**config.mk**
```make
export PLATFORM = sky130hd
export DESIGN_NAME = pkas_ctrl
export DESIGN_NICKNAME = d
export VERILOG_FILES = /design/src/design/pkas_pkg.sv /design/src/design/pkas_ctrl.sv
export SDC_FILE = /design/constraint.sdc
export NUM_CORES = 1
export LEC_CHECK = 0
export ABC_AREA = 1
export BUFFER_PORTS_ARGS = -buffer_cell sky130_fd_sc_hd__buf_2
export CAP_MARGIN = 10
export CORE_AREA = 5 5 42 44
export DETAILED_ROUTE_END_ITERATION = 16
export DIE_AREA = 0 0 47 49
export PLACE_DENSITY_LB_ADDON = 0.2
export SLEW_MARGIN = 20
export SYNTH_ARGS = -nofsm -noshare
export SYNTH_HDL_FRONTEND = slang
export SYNTH_SLANG_ARGS = --single-unit
```
**constraint.sdc**
```tcl
create_clock -name aclk -period 1.1 [get_ports aclk]
set_clock_uncertainty 0.2 [all_clocks]
set_input_delay 0.11 -clock aclk [delete_from_list [all_inputs] [get_ports aclk]]
set_output_delay 0.11 -clock aclk [all_outputs]
set_load 0.02 [all_outputs]
```
**src/design/pkas_pkg.sv**
```systemverilog
// ============================================================================
// pkas_pkg: shared types and constants for the pair-key association stack
// Holds the capacity, derived widths, transaction payload structs, operation
// and error codes, and the command/status bundles between the controller
// and the datapath.
// ============================================================================
`default_nettype none

package pkas_pkg;

    // Capacity and derived widths.
    localparam int STACK_DEPTH = 64;
    localparam int ADDR_W      = (STACK_DEPTH > 1) ? $clog2(STACK_DEPTH) : 1;
    localparam int CNT_W       = $clog2(STACK_DEPTH + 1);
    localparam int WORD_W      = 64;
    localparam int FILL_W      = 7;

    // Operation codes.
    localparam logic [1:0] ACT_PUSH = 2'd0;
    localparam logic [1:0] ACT_FIND = 2'd1;
    localparam logic [1:0] ACT_POP  = 2'd2;

    // Error codes.
    localparam logic [1:0] ERR_OK        = 2'd0;
    localparam logic [1:0] ERR_OVERFLOW  = 2'd1;
    localparam logic [1:0] ERR_UNDERFLOW = 2'd2;

    // Read address selection for the entry memory.
    localparam logic [1:0] RD_TOP   = 2'd0;
    localparam logic [1:0] RD_FIRST = 2'd1;
    localparam logic [1:0] RD_NEXT  = 2'd2;

    // Input transaction payload.
    typedef struct packed {
        logic [1:0]        action;
        logic [WORD_W-1:0] key_first;
        logic [WORD_W-1:0] key_second;
        logic [WORD_W-1:0] push_value;
    } in_t;

    // Result transaction payload.
    typedef struct packed {
        logic [WORD_W-1:0] result_value;
        logic              found;
        logic [1:0]        error_code;
        logic [FILL_W-1:0] fill_count;
    } out_t;

    // One stored triple.
    typedef struct packed {
        logic [WORD_W-1:0] key_first;
        logic [WORD_W-1:0] key_second;
        logic [WORD_W-1:0] value;
    } entry_t;

    // Commands from the controller to the datapath.
    typedef struct packed {
        logic       capture;
        logic       push_wr;
        logic       cnt_dec;
        logic       rd_en;
        logic [1:0] rd_sel;
        logic       res_clear;
        logic [1:0] res_err;
        logic       res_load;
        logic       emit;
    } cmd_t;

    // Status from the datapath to the controller.
    typedef struct packed {
        logic [1:0] action;
        logic       empty;
        logic       full;
        logic       match;
        logic       scan_last;
        logic       out_free;
    } sts_t;

endpackage

`default_nettype wire

```
**src/design/pkas_ctrl.sv**
```systemverilog
// ============================================================================
// pkas_ctrl: sequencing state machine
// Accepts one transaction at a time, decodes its operation, steps the entry
// scan for a find, and hands the result to the output register.
// ============================================================================
`default_nettype none

module pkas_ctrl (
    input  wire              aclk,
    input  wire              aresetn,
    input  wire              s_valid,
    output logic             s_ready,
    input  pkas_pkg::sts_t   sts,
    output pkas_pkg::cmd_t   cmd
);

    localparam logic [2:0] ST_IDLE   = 3'd0;
    localparam logic [2:0] ST_DECODE = 3'd1;
    localparam logic [2:0] ST_POP_RD = 3'd2;
    localparam logic [2:0] ST_SCAN   = 3'd3;
    localparam logic [2:0] ST_EMIT   = 3'd4;

    logic [2:0] state_reg;
    logic [2:0] state_next;

    // State register.
    always_ff @(posedge aclk) begin
        if (!aresetn) begin
            state_reg <= ST_IDLE;
        end else begin
            state_reg <= state_next;
        end
    end

    assign s_ready = (state_reg == ST_IDLE);

    // Next state and command decode.
    always_comb begin
        state_next = state_reg;
        cmd        = '0;
        case (state_reg)
            ST_IDLE: begin
                if (s_valid) begin
                    cmd.capture = 1'b1;
                    state_next  = ST_DECODE;
                end
            end
            ST_DECODE: begin
                cmd.res_clear = 1'b1;
                cmd.res_err   = pkas_pkg::ERR_OK;
                state_next    = ST_EMIT;
                case (sts.action)
                    pkas_pkg::ACT_PUSH: begin
                        if (sts.full) begin
                            cmd.res_err = pkas_pkg::ERR_OVERFLOW;
                        end else begin
                            cmd.push_wr = 1'b1;
                        end
                    end
                    pkas_pkg::ACT_FIND: begin
                        if (!sts.empty) begin
                            cmd.rd_en  = 1'b1;
                            cmd.rd_sel = pkas_pkg::RD_FIRST;
                            state_next = ST_SCAN;
                        end
                    end
                    pkas_pkg::ACT_POP: begin
                        if (sts.empty) begin
                            cmd.res_err = pkas_pkg::ERR_UNDERFLOW;
                        end else begin
                            cmd.rd_en   = 1'b1;
                            cmd.rd_sel  = pkas_pkg::RD_TOP;
                            cmd.cnt_dec = 1'b1;
                            state_next  = ST_POP_RD;
                        end
                    end
                    default: begin
                        // Unused operation: plain result, nothing changes.
                    end
                endcase
            end
            ST_POP_RD: begin
                cmd.res_load = 1'b1;
                state_next   = ST_EMIT;
            end
            ST_SCAN: begin
                if (sts.match) begin
                    cmd.res_load = 1'b1;
                    state_next   = ST_EMIT;
                end else if (sts.scan_last) begin
                    state_next = ST_EMIT;
                end else begin
                    cmd.rd_en  = 1'b1;
                    cmd.rd_sel = pkas_pkg::RD_NEXT;
                end
            end
            ST_EMIT: begin
                if (sts.out_free) begin
                    cmd.emit   = 1'b1;
                    state_next = ST_IDLE;
                end
            end
            default: begin
                state_next = ST_IDLE;
            end
        endcase
    end

endmodule

`default_nettype wire

```
# ---- Word level (Yosys, flattened, before mapping)
# Index checks and enable logic that the tools add are counted.
dict set report totals {
  reg_bits 3
  inputBits 10
  latch_bits 0
  romBits 0
  ram_bits 0
  elab_cells 41
  memories 0
}
dict set report op_classes {
  n_div 0
  reduce_logical 3
  shifts 0
  n_bitwise 0
  order_cmp 0
  multipliers 0
  n_mux 28
  n_addsub 0
  eq_ne 9
}
# operator n
set op_table {}
lappend op_table {{3-bit two-way mux} 10}
lappend op_table {{3-bit case mux with 2 select lines} 3}
lappend op_table {{3-bit case mux with 5 select lines} 1}
lappend op_table {{1-bit two-way mux} 9}
lappend op_table {{3-bit by 2-bit equality test with 1-bit output (second input constant)} 2}
lappend op_table {{2-bit two-way mux} 2}
lappend op_table {{4-bit two-way mux} 1}
lappend op_table {{2-bit inequality test (second input constant)} 2}
lappend op_table {{2-bit case mux with 2 select lines} 1}
lappend op_table {{3-bit by 1-bit equality test with 1-bit output (second input constant)} 1}
lappend op_table {{3-bit equality test (second input constant)} 1}
lappend op_table {{3-bit logical NOT} 1}
lappend op_table {{3-bit inequality test (second input constant)} 1}
lappend op_table {{3-bit AND reduction} 1}
lappend op_table {{2-bit by 1-bit equality test with 1-bit output (second input constant)} 1}
lappend op_table {{2-bit equality test (second input constant)} 1}
lappend op_table {{2-bit logical NOT} 1}
lappend op_table {{1-bit case mux with 2 select lines} 1}

# ---- Longest topological paths before layout
dict set report depth {
  depth_word 3
  mapped_depth 8
  depth_no_buf 8
}

# ---- Worst setup path after synthesis
# No wires, ideal clock.
dict set report synth_path {
  path_type {reg-to-output}
  from {register state_reg[2]}
  to {output cmd[0] (netlist name)}
  path_slack_ns -0.318
  n_path_buf 0
  path_stages_with_launch 3
  arrival_time_ns 1.108
  required_ns 0.790
  path_cell_list {dfxtp_1 -> inv_2 -> nor4_1}
}
# item line
set synth_rtl {}
lappend synth_rtl {{start, declared} pkas_ctrl.sv:23} ;# logic [2:0] state_reg;
lappend synth_rtl {{start signal, assigned} pkas_ctrl.sv:31} ;# state_reg <= state_next;
lappend synth_rtl {{end, declared} pkas_ctrl.sv:14} ;# output pkas_pkg::cmd_t cmd

==> summary.md <==
| Metric | Value |
|---|---|
| Run status | `finished with violations` |
| Violated checks | `negative setup slack` |
| Crit. End Element | `primary output` |
| Die Y | `around 49 um` |
| Post-synth cell types | `15` |
| DRT iter0 DRCs | `3` |
| R2R cell count | `8` |
| CP Launch Point | `state_reg[1]$_SDFFE_PN0P_` |
| Mapped Nets | `71` |
| Synth top area cells | `dfxtp_1 18%, nand2_1 15%, nor2_1 14%` |
| Initial core utilization | `23.4%` |
| First-pass GRT wire length | `about 1800 um` |
| Sequential share of the synthesized area | `a little under a fifth` |
| Fillers | `roughly 150` |
| Worst rel slew slack | `84.2%` |
| Switching power | `approximately 0.34 mW` |
| Die X | `47 um` |
| Gate power share | `57.9%` |
| GPL Wtd Cong | `0.793` |
| Clock power frac | `23.7%` |
| Largest register FFs | `3` |
| Commonest non-fill, non-tap cell in the layout | `buf_6` |
| Worst-skew pair later-pin latency | `around 0.23 ns` |
| Detailed-route vias per instance | `4.41` |
| Die area | `0.00230 mm2` |
| Largest net degree at the start of global routing | `7` |
| Post-DP HPWL | `818 um` |
| Critical Path AT | `1.15 ns` |
| Synth-to-Final Area Change | `142%` |
| CP required | `around 0.79 ns` |
| Nets | `111` |
| Critical path type | `reg2out` |
| Worst reg-to-reg setup slack | `-0.20 ns` |
| CTS sink count | `3` |
| Final wirelength | `1110 um` |
| Total vias in the final route | `around 500` |
| Synth Register Bits | `3` |
| Final WS setup | `-0.357 ns` |
| Drt first pass iters | `3` |
| Leakage | `0.409 nW` |
| CTS tree | `yes` |
| Num rows | `14` |
| DR WL met2 | `658 um` |
| Crit path time final | `1.46 ns` |
| RSZ-0062 raised after global routing | `yes` |
| Largest family of logic cells by synthesized area | `simple AND/OR/NAND/NOR gates` |
| DR WL met3 | `59 um` |
| Worst flop-to-flop path endpoint | `state_reg[2]$_SDFFE_PN0P_` |
| Top Metal Used | `met3` |
| Clk slew on worst S/H paths | `0.04 ns` |
| Final Max Slew Viols | `0` |
| Initial antenna violation count | `0` |
| Hold Path Cell Cnt | `4` |
| Internal power | `0.484 mW` |
| Synth Area in XOR/XNOR | `0%` |
| Sequential power share | `18.5%` |
| P per Cell Area | `1040 mW/mm2` |
| Port Buf Inserts | `21` |
| Syn Area/Cell | `5.65 um2` |
| CTS Buf Count | `3` |
| Met1 WL | `396 um` |
| Worst Hold Class | `in2reg` |
| Synth warn | `0` |
| Max cap viols | `0` |
| Post-Synth Adder-Cell Area | `11.5%` |
| Worst hold endpoint | `state_reg[1]$_SDFFE_PN0P_` |
| Most frequent cells in the layout | `14 x buf_6, 11 x buf_2, 9 x nand2_1, 9 x buf_4, 7 x inv_1` |
| I/O pin count | `22` |
| Final core occ | `a little under three fifths` |
| Upper clock frequency limit | `686 MHz` |
| Clock Tree Root | `clkbuf_4` |
| Final hold vios | `0` |
| Clock Tree Buf Depth | `2` |
| Peak VDD IR | `between 0.5 and 0.6 mV` |
| Worst-Margin Slew | `0.237 ns` |
| Synth Area in Compound Gates | `6.87%` |
| WL/cell | `~9.9 um` |
| GRT overflow | `0` |
| H-tree depth | `1` |
| Mux cell area share after synthesis | `0%` |
| Top-area cell type share of the netlist area | `18.3%` |
| ANT cells | `0` |
| Final ANT Viol Nets | `0` |
| Share of cells above drive strength 1 | `64.9%` |
| Core area | `around 0.0014 mm2` |
| DRC | `0` |
| Hold path start | `sts[4]` |
| Post-Synthesis Cells | `58` |
| Critical Path Source Type | `flip-flop` |
| Area leader, netlist | `dfxtp_1` |
| Final setup violation count | `15` |
| Sw Ratio | `41.1%` |
| Overall power | `around 0.82 mW` |
| Crit share post-route | `132%` |
| Simple-gate share of the synthesized area | `49.6%` |
| Critical path peak fanout | `6` |
| Number of global-route vias before repair | `500` |
| GRT Total Usage | `between 10% and 20%` |
| FF-to-FF Start | `state_reg[1]$_SDFFE_PN0P_` |
| Post-Syn Area | `approximately 330 um2` |
## timing repair
item	CTS	global route
setup endpoints to repair	15	15
resized for setup	23	14
hold buffers	1	0
hold endpoints to repair	3	0
setup buffers	3	1
pin swaps	1	3
## power by group through the flow
stage	Combinational, mW	Sequential [mW]	Clock (mW)
4_1_cts	0.435	0.147	0.201
3_5_place_dp	0.381	0.151	0
6_report	0.476	0.152	0.195
5_1_grt	0.516	0.155	0.217
2_1_floorplan	0.236	0.151	0
3_3_place_gp	0.380	0.150	0
## worst max path at each step
stage / endpoint / slack, ns / depth (start not counted)
after CTS: cmd[2] / -0.37 / 5
final: cmd[7] / -0.36 / 6
after floorplan: cmd[0] / -0.07 / 2
after detailed placement: cmd[7] / -0.32 / 8
after global placement: cmd[7] / -0.27 / 8
after global routing: cmd[7] / -0.42 / 6
## Yosys cell counts
library cell	count
nand3_1	5
a21boi_1	1
nor2_1	12
nand2_1	13
inv_1	8
o21ai_0	1
nand2_2	1
nand3_2	2
a21oi_1	2
nor2_2	1
dfxtp_1	3
nor4_1	1
nor3_1	1
ha_1	3
inv_2	4
## worst max-delay path, stage by stage (launching register included)
cell and delay [ns]:
dfxtp_4 0.36, inv_4 0.06, nand3_4 0.13, clkinv_4 0.10
nand3_4 0.08, nand2_4 0.07, buf_6 0.11
## metrics by stage
step	hold WS [ns]	cell area (um2)	cells	worst slack (ns)	setup TNS, ns
detailed placement	0.157	604	104	-0.320	-2.14
global placement	0.164	604	104	-0.271	-1.97
finish	0.0487	792	113	-0.357	-4.21
CTS	0.0512	732	112	-0.370	-4.41
global route	0.0809	792	113	-0.420	-5.14
floorplan	0.0230	412	58	-0.0687	-0.307
## layer usage
layer	track usage (%)	vias up
met5	0	-
met3	1.48	0
met4	4.15	0
met1	9.85	228
met2	19.5	12
li1	-	258
## kinds of logic (layout without fill, tap and decap cells)
kind of cell,after synthesis,after routing
buf+inv,12,51
fa+ha+maj,3,3
flops,3,3
simple gates,36,36
compound gates,4,4
## final cells by class
type	count	area (um2)	share of cell area, %
multi-input cells	43	332	41.9
inverters	12	55.1	6.95
clock buffers	4	26.3	3.32
well taps	16	20.0	2.53
flip-flops and latches	3	68.8	8.69
repair buffers	35	290	36.7
Note: power is estimated with default switching activity, not from simulation.
